File: src/rtl/core/assert_macros.svh
// ---------------------------------------------------------------------------
// assert_macros.svh
// Assertion shorthands shared by the leakoff-rate core.
// ---------------------------------------------------------------------------
`ifndef ASSERT_MACROS_SVH
`define ASSERT_MACROS_SVH

// Same-cycle implication, disabled during reset
`define ASSERT_IMPL(lbl, clk, rst_n, ante, cons, msg) \
  lbl: assert property (@(posedge clk) disable iff (!rst_n) (ante) |-> (cons)) \
    else $error(msg);

// Next-cycle implication, disabled during reset
`define ASSERT_NEXT(lbl, clk, rst_n, ante, cons, msg) \
  lbl: assert property (@(posedge clk) disable iff (!rst_n) (ante) |=> (cons)) \
    else $error(msg);

`endif

File: src/rtl/core/flr_pkg.sv
`timescale 1ns / 1ps
// ---------------------------------------------------------------------------
// flr_pkg
// Types, constants and helpers of the leakoff-rate core.
// ---------------------------------------------------------------------------
package flr_pkg;

  // Q24.40 constants
  localparam logic [63:0] SMAX   = 64'h7FFF_FFFF_FFFF_FFFF;
  localparam logic [63:0] ONE_Q  = 64'h0000_0100_0000_0000;
  localparam logic [63:0] DP_DIV = 64'd10000;
  localparam logic [63:0] DP_MIN = 64'd110;
  localparam logic [63:0] DP_MAX = 64'd1099511628;

  // ceil(2^58 / 10000): exact floor(x / 10000) for x below 2^44 as (x * DP_RECIP) >> 58
  localparam logic [63:0] DP_RECIP = 64'd28823037615172;

  // Register indexes
  localparam logic [2:0] REG_LEAK_EN    = 3'd0;
  localparam logic [2:0] REG_UPD_EN     = 3'd1;
  localparam logic [2:0] REG_PRESS_IND  = 3'd2;
  localparam logic [2:0] REG_LEAK_COEFF = 3'd3;
  localparam logic [2:0] REG_CLOSURE    = 3'd4;
  localparam logic [2:0] REG_REF_DROP   = 3'd5;
  localparam logic [2:0] REG_SPURT      = 3'd6;

  // Datapath operations
  typedef enum logic [4:0] {
    OP_GPREP, OP_DPDIV, OP_UD, OP_SONE, OP_SDIV, OP_SQ1, OP_C, OP_TZERO,
    OP_QDIV, OP_TST, OP_SQ2, OP_M, OP_RES, OP_RZERO, OP_RDIV, OP_S1DIV,
    OP_S2DIV, OP_FIN
  } op_e;

  typedef struct packed {
    logic       clr;
    logic       load;
    logic       go;
    op_e        op;
    logic [1:0] pass;
  } cmd_t;

  typedef struct packed {
    logic clr_last;
    logic done;
    logic leak_en;
    logic press_ind;
    logic neg;
    logic tcond;
    logic dt_zero;
    logic out_full;
  } sts_t;

  typedef struct packed {
    logic        neg;
    logic [63:0] mag;
  } sm_t;

  // Signed-magnitude add, magnitude saturates at all ones
  function automatic sm_t smadd(logic an, logic [63:0] am, logic bn, logic [63:0] bm);
    sm_t         r;
    logic [64:0] sum;
    sum = {1'b0, am} + {1'b0, bm};
    if (an == bn) begin
      r.mag = sum[64] ? '1 : sum[63:0];
      r.neg = an;
    end else if (am >= bm) begin
      r.mag = am - bm;
      r.neg = an;
    end else begin
      r.mag = bm - am;
      r.neg = bn;
    end
    if (r.mag == '0) r.neg = 1'b0;
    return r;
  endfunction

endpackage

File: src/rtl/core/flr_ctrl.sv
`timescale 1ns / 1ps
// ---------------------------------------------------------------------------
// flr_ctrl
// Sequencer: clearing sweep, item load, three next-penetration passes,
// rate and slope divides, output push.
// ---------------------------------------------------------------------------
`include "assert_macros.svh"

module flr_ctrl
  import flr_pkg::*;
(
  input  logic clk_i,
  input  logic rst_ni,
  input  logic in_valid_i,
  output logic in_ready_o,
  input  sts_t sts_i,
  output cmd_t cmd_o
);

  localparam logic [4:0] S_CLR  = 5'd0;
  localparam logic [4:0] S_IDLE = 5'd1;
  localparam logic [4:0] S_READ = 5'd2;
  localparam logic [4:0] S_DP   = 5'd3;
  localparam logic [4:0] S_UD   = 5'd4;
  localparam logic [4:0] S_NP   = 5'd5;
  localparam logic [4:0] S_SDIV = 5'd6;
  localparam logic [4:0] S_SQ1  = 5'd7;
  localparam logic [4:0] S_C    = 5'd8;
  localparam logic [4:0] S_TC   = 5'd9;
  localparam logic [4:0] S_QDIV = 5'd10;
  localparam logic [4:0] S_TST  = 5'd11;
  localparam logic [4:0] S_SQ2  = 5'd12;
  localparam logic [4:0] S_M    = 5'd13;
  localparam logic [4:0] S_RES  = 5'd14;
  localparam logic [4:0] S_NXT  = 5'd15;
  localparam logic [4:0] S_RDIV = 5'd16;
  localparam logic [4:0] S_S1   = 5'd17;
  localparam logic [4:0] S_S2   = 5'd18;
  localparam logic [4:0] S_FIN  = 5'd19;

  logic [4:0] state_q, state_d, unit_next;
  logic [1:0] pass_q, pass_d;
  logic       wait_q, wait_d, unit_st;
  op_e        unit_op;

  always_comb begin
    state_d    = state_q;
    pass_d     = pass_q;
    wait_d     = wait_q;
    in_ready_o = 1'b0;
    cmd_o      = '0;
    cmd_o.pass = pass_q;
    unit_st    = 1'b0;
    unit_op    = OP_DPDIV;
    unit_next  = state_q;
    unique case (state_q)
      S_CLR: begin
        cmd_o.clr = 1'b1;
        if (sts_i.clr_last) state_d = S_IDLE;
      end
      S_IDLE: begin
        in_ready_o = 1'b1;
        if (in_valid_i) begin
          cmd_o.load = 1'b1;
          state_d    = S_READ;
        end
      end
      S_READ: begin
        cmd_o.go = 1'b1;
        cmd_o.op = OP_GPREP;
        pass_d   = '0;
        state_d  = sts_i.leak_en ? S_DP : S_FIN;
      end
      S_DP:   begin unit_st = 1'b1; unit_op = OP_DPDIV; unit_next = S_UD; end
      S_UD: begin
        cmd_o.go = 1'b1;
        cmd_o.op = OP_UD;
        state_d  = S_NP;
      end
      // Per-pass entry: scale of one, below closure, or scale divide
      S_NP: begin
        if (sts_i.press_ind) begin
          cmd_o.go = 1'b1;
          cmd_o.op = OP_SONE;
          state_d  = S_SQ1;
        end else if (sts_i.neg) begin
          cmd_o.go = 1'b1;
          cmd_o.op = OP_RZERO;
          state_d  = S_NXT;
        end else begin
          state_d = S_SDIV;
        end
      end
      S_SDIV: begin unit_st = 1'b1; unit_op = OP_SDIV; unit_next = S_SQ1; end
      S_SQ1:  begin unit_st = 1'b1; unit_op = OP_SQ1;  unit_next = S_C;   end
      S_C:    begin unit_st = 1'b1; unit_op = OP_C;    unit_next = S_TC;  end
      // Fictitious time only when stored penetration exceeds spurt loss and c is nonzero
      S_TC: begin
        if (sts_i.tcond) begin
          state_d = S_QDIV;
        end else begin
          cmd_o.go = 1'b1;
          cmd_o.op = OP_TZERO;
          state_d  = S_SQ2;
        end
      end
      S_QDIV: begin unit_st = 1'b1; unit_op = OP_QDIV; unit_next = S_TST; end
      S_TST:  begin unit_st = 1'b1; unit_op = OP_TST;  unit_next = S_SQ2; end
      S_SQ2:  begin unit_st = 1'b1; unit_op = OP_SQ2;  unit_next = S_M;   end
      S_M:    begin unit_st = 1'b1; unit_op = OP_M;    unit_next = S_RES; end
      S_RES: begin
        cmd_o.go = 1'b1;
        cmd_o.op = OP_RES;
        state_d  = S_NXT;
      end
      S_NXT: begin
        if (pass_q == 2'd2) begin
          state_d = sts_i.dt_zero ? S_FIN : S_RDIV;
        end else begin
          pass_d  = pass_q + 2'd1;
          state_d = S_NP;
        end
      end
      S_RDIV: begin unit_st = 1'b1; unit_op = OP_RDIV;  unit_next = S_S1;  end
      S_S1:   begin unit_st = 1'b1; unit_op = OP_S1DIV; unit_next = S_S2;  end
      S_S2:   begin unit_st = 1'b1; unit_op = OP_S2DIV; unit_next = S_FIN; end
      S_FIN: begin
        if (!sts_i.out_full) begin
          cmd_o.go = 1'b1;
          cmd_o.op = OP_FIN;
          state_d  = S_IDLE;
        end
      end
      default: state_d = S_IDLE;
    endcase
    // Unit states: start once, then wait for done
    if (unit_st) begin
      cmd_o.op = unit_op;
      cmd_o.go = !wait_q;
      wait_d   = 1'b1;
      if (sts_i.done) begin
        wait_d  = 1'b0;
        state_d = unit_next;
      end
    end
  end

  always_ff @(posedge clk_i or negedge rst_ni) begin
    if (!rst_ni) begin
      state_q <= S_CLR;
      pass_q  <= '0;
      wait_q  <= 1'b0;
    end else begin
      state_q <= state_d;
      pass_q  <= pass_d;
      wait_q  <= wait_d;
    end
  end

  `ASSERT_NEXT(a_load_to_read, clk_i, rst_ni, in_valid_i && in_ready_o, state_q == S_READ, "accepted word did not move to read")
  `ASSERT_IMPL(a_push_free, clk_i, rst_ni, cmd_o.go && (cmd_o.op == OP_FIN), !sts_i.out_full, "output pushed while full")
  `ASSERT_IMPL(a_done_waiting, clk_i, rst_ni, sts_i.done, wait_q, "unit done without a pending start")
  `ASSERT_IMPL(a_pass_range, clk_i, rst_ni, 1'b1, pass_q != 2'd3, "pass counter out of range")

endmodule

File: config.mk
export PLATFORM = sky130hd
export DESIGN_NAME = flr_ctrl
export DESIGN_NICKNAME = d
export VERILOG_FILES = /design/src/rtl/core/flr_pkg.sv /design/src/rtl/core/flr_ctrl.sv
export VERILOG_INCLUDE_DIRS = /design/src /design/src/rtl/core
export SDC_FILE = /design/constraint.sdc
export NUM_CORES = 1
export LEC_CHECK = 0
export ABC_AREA = 1
export ABC_CLOCK_PERIOD_IN_PS = 1550
export BUFFER_PORTS_ARGS = -buffer_cell sky130_fd_sc_hd__buf_2
export CAP_MARGIN = 10
export CORE_MARGIN = 10
export CORE_UTILIZATION = 40
export DETAILED_ROUTE_END_ITERATION = 7
export PLACE_DENSITY_LB_ADDON = 0.3
export SLEW_MARGIN = 20
export SYNTH_ARGS = -nofsm -noshare
export SYNTH_HDL_FRONTEND = slang
export SYNTH_SLANG_ARGS = --single-unit
File: constraint.sdc
create_clock -name clk_i -period 1.55 [get_ports clk_i]
set_clock_uncertainty 0.15 [all_clocks]
set_input_delay 0.2325 -clock clk_i [delete_from_list [all_inputs] [get_ports clk_i]]
set_output_delay 0.2325 -clock clk_i [all_outputs]
set_load 0.05 [all_outputs]
==> impl_results.md <==
* XOR/XNOR share of the synthesized area at 0
* # Max-Cap Violations at 0
* Hold Crit Start: sts_i[5]
* Root Driver: clkbuf_4
* DP Cell Count at 251
* Fmax at 464 MHz
* Initial antenna violation count at 0
* #FFs+latches synth at 8
* Share of power burned in registers at 0.090
* Vias in the first global route at 1535
* Setup crit start kind: flip-flop
* Largest net degree at the start of global routing at 10
* WHS Endpoint: state_q[4]$_DFFE_PN0P_
* Net Switching at 2650 uW
* Fin. max-slew vios at 0
* RSZ-0062 raised after global routing: yes
* Layout cell share with drive strength beyond 1 at 0.650
* Endpoints failing setup at 17
* Clk_lat worst skew at 0.26 ns
* Final WL at 5460 um
* Worst IR drop on VDD at 2290 uV
* Vert. Die Dim at 67.9 um
* First-pass GRT wire length at 7310 um
* Via count at 1640
* Fin Hold WS at 0.0197 ns
* Yosys warning count at 0
* First DRT Iteration DRCs at 270
* PwrDens at 2520 mW/mm2
* Largest family of logic cells by synthesized area: simple AND/OR/NAND/NOR gates
* Slew HR at 0.774
* Drt via density at 6.05
* Detailed Routing Iterations Pass 1 at 6
* Grt total ovfl at 0
* Post-synth cell types at 22
* Clock Tree Buf Depth at 2
* Internal cell power at 2180 uW
* Crit-path max FO at 6
* CTS clk-pin slew, worst paths at 0.06 ns
* PortBufs at 21
* Avg Inst Size Synth at 5.70 um2
* Final Hold Fails at 0
* Hold WC Path Type: in -> reg
* Antenna Cells at 0
* Worst R2R Setup Slack at -0.43 ns
* Fin cells at 271
* Worst setup margin at -0.605 ns
* Critical Path RT at 1.17 ns
* Reg2reg start: state_q[1]$_DFFE_PN0P_
* Crit path time final at 2.15 ns
* Simple-gate share of the synthesized area at 0.562
* CP Data Arrival Time at 1.77 ns
* Hpwl dp at 3140 um
* Initial Utilization at 0.419
* Routed wire per std cell at 20.2 um
* Rows at 17
* Final core occ at 0.876
* Nets@finish at 256
* CTS buffer count at 3
* Core area at 0.00219 mm2
* Post-Route Setup TNS at -6.91 ns
* Status: finished with violations
* Net Sw Frac at 0.549
* Syn-to-layout area delta at 109%
* Register area share after synthesis at 0.218
* Post-Syn Nets at 173
* Share of total power in combinational logic at 0.874
* Post-Synth Adder-Cell Area at 0.0136
* Post-synthesis compound-gate area fraction at 0.0914
* Mux share of post-synthesis cell area at 0
* CP endpoint kind: output pin
* Final ANT Viol Nets at 0
* Slew @ Worst Pin at 0.336 ns
* GRT Total Usage at 0.209
* Crit share post-route at 1.39
* Violated checks: setup timing
* Die width at 67.9 um
* Clock power share at 0.037
* CP Class: reg -> out
* Reg-to-reg endpoint: state_q[3]$_DFFE_PN0P_
* Ports at 22
* Hold path cells at 2
* Gp weighted congestion at 0.996
* H-tree levels at 1
* DRC viols at 0
* Clock Sinks at 8
* R2R depth at 13
* Static leakage at 0.00100 uW
* TritonCTS clock tree: yes
* Syn Std Cell Area at 917 um2
* DIE AREA at 0.00461 mm2
* Cells after synthesis at 161
-- per-layer routing --
metal / global-route usage / vias up / wire, um
met3: 0.0375 / 52 / 554
met2: 0.376 / 141 / 2500
met5: 0 / - / 0
met1: 0.230 / 757 / 2030
li1: - / 690 / -
met4: 0.103 / 0 / 387
-- Yosys cell counts, drive strengths merged --
cell type	number	area, um2
ha	1	12.5
buf	1	11.3
a21oi	6	30.0
nand3	30	155
inv	25	93.8
nand2	45	184
and2	1	6.26
or2	2	12.5
nand4	6	37.5
dfrtp	8	200
o21ai	10	53.8
nor2	24	110
nor3	2	10.0
-- cell type report --
class	count	area [um2]
Tap cell	28	35.0
Sequential cell	8	208
Inverter	25	104
Fill cell	110	273
Clock buffer	4	26.3
Timing Repair Buffer	79	676
Multi-Input combinational cell	127	870
-- through the flow --
stage               cell area [um2]  power [uW]  setup WS [ns]
floorplan                       993        2210         -0.306
global placement               1450        3200         -0.349
detailed placement             1450        3270         -0.388
CTS                            1810        4320         -0.536
global route                   1920        5040         -0.680
finish                         1920        4830         -0.605
-- how the worst max path moves through the flow --
stage,startpoint,end,slack [ns]
after global placement,state_q[0]$_DFFE_PN0P_,cmd_o[5],-0.35
after detailed placement,state_q[0]$_DFFE_PN0P_,cmd_o[4],-0.39
after CTS,state_q[3]$_DFFE_PN0P_,cmd_o[4],-0.54
final,state_q[1]$_DFFE_PN0P_,cmd_o[3],-0.60
after global routing,state_q[1]$_DFFE_PN0P_,cmd_o[3],-0.68
after floorplan,state_q[3]$_DFFE_PN0P_,cmd_o[5],-0.31
-- worst max-delay path, cell delays in order (launching register included) --
cell and delay [ns]:
dfrtp_2 0.50, inv_4 0.12, buf_6 0.11, nand3_4 0.08, inv_2 0.09, nand2_2 0.08
o21ai_4 0.20, nor2_2 0.07, nand4_1 0.09, buf_6 0.17
-- what timing repair did --
item,4_1_cts,5_1_grt
buffers inserted,11,5
gates resized for setup,74,22
pin swaps,13,8
setup endpoints to repair,17,17
endpoints found under the hold margin,8,0
hold buffers,1,0
-- power groups by stage --
stage / Clock [uW] / Combinational [uW] / Sequential [uW]
2_1_floorplan: 0 / 1800 / 412
3_3_place_gp: 0 / 2820 / 381
3_5_place_dp: 0 / 2880 / 387
4_1_cts: 185 / 3720 / 416
5_1_grt: 195 / 4400 / 441
6_report: 177 / 4220 / 433
-- registers in the layout (all words and copies together), names as in the netlist --
register and cells:
state_q 5, pass_q 2, wait_q 1
-- cells in the final DEF, fill, tap and decap left out, types with 4 or more instances in the layout --
cell type,n
nor2_1,9
nand2_1,27
buf_4,43
buf_2,12
dfrtp_2,6
buf_6,18
nand3_2,14
nor2_4,12
buf_8,4
nand3_1,14
inv_2,10
a21oi_1,4
nand4_1,6
o21ai_0,4
inv_1,12
nand2_2,15
-- kinds of logic after synthesis --
family	count (synthesis)
buf+inv	26
fa+ha+maj	1
compound gates	16
flops	8
simple gates	110
No activity file was read; power rests on OpenSTA's default activity.
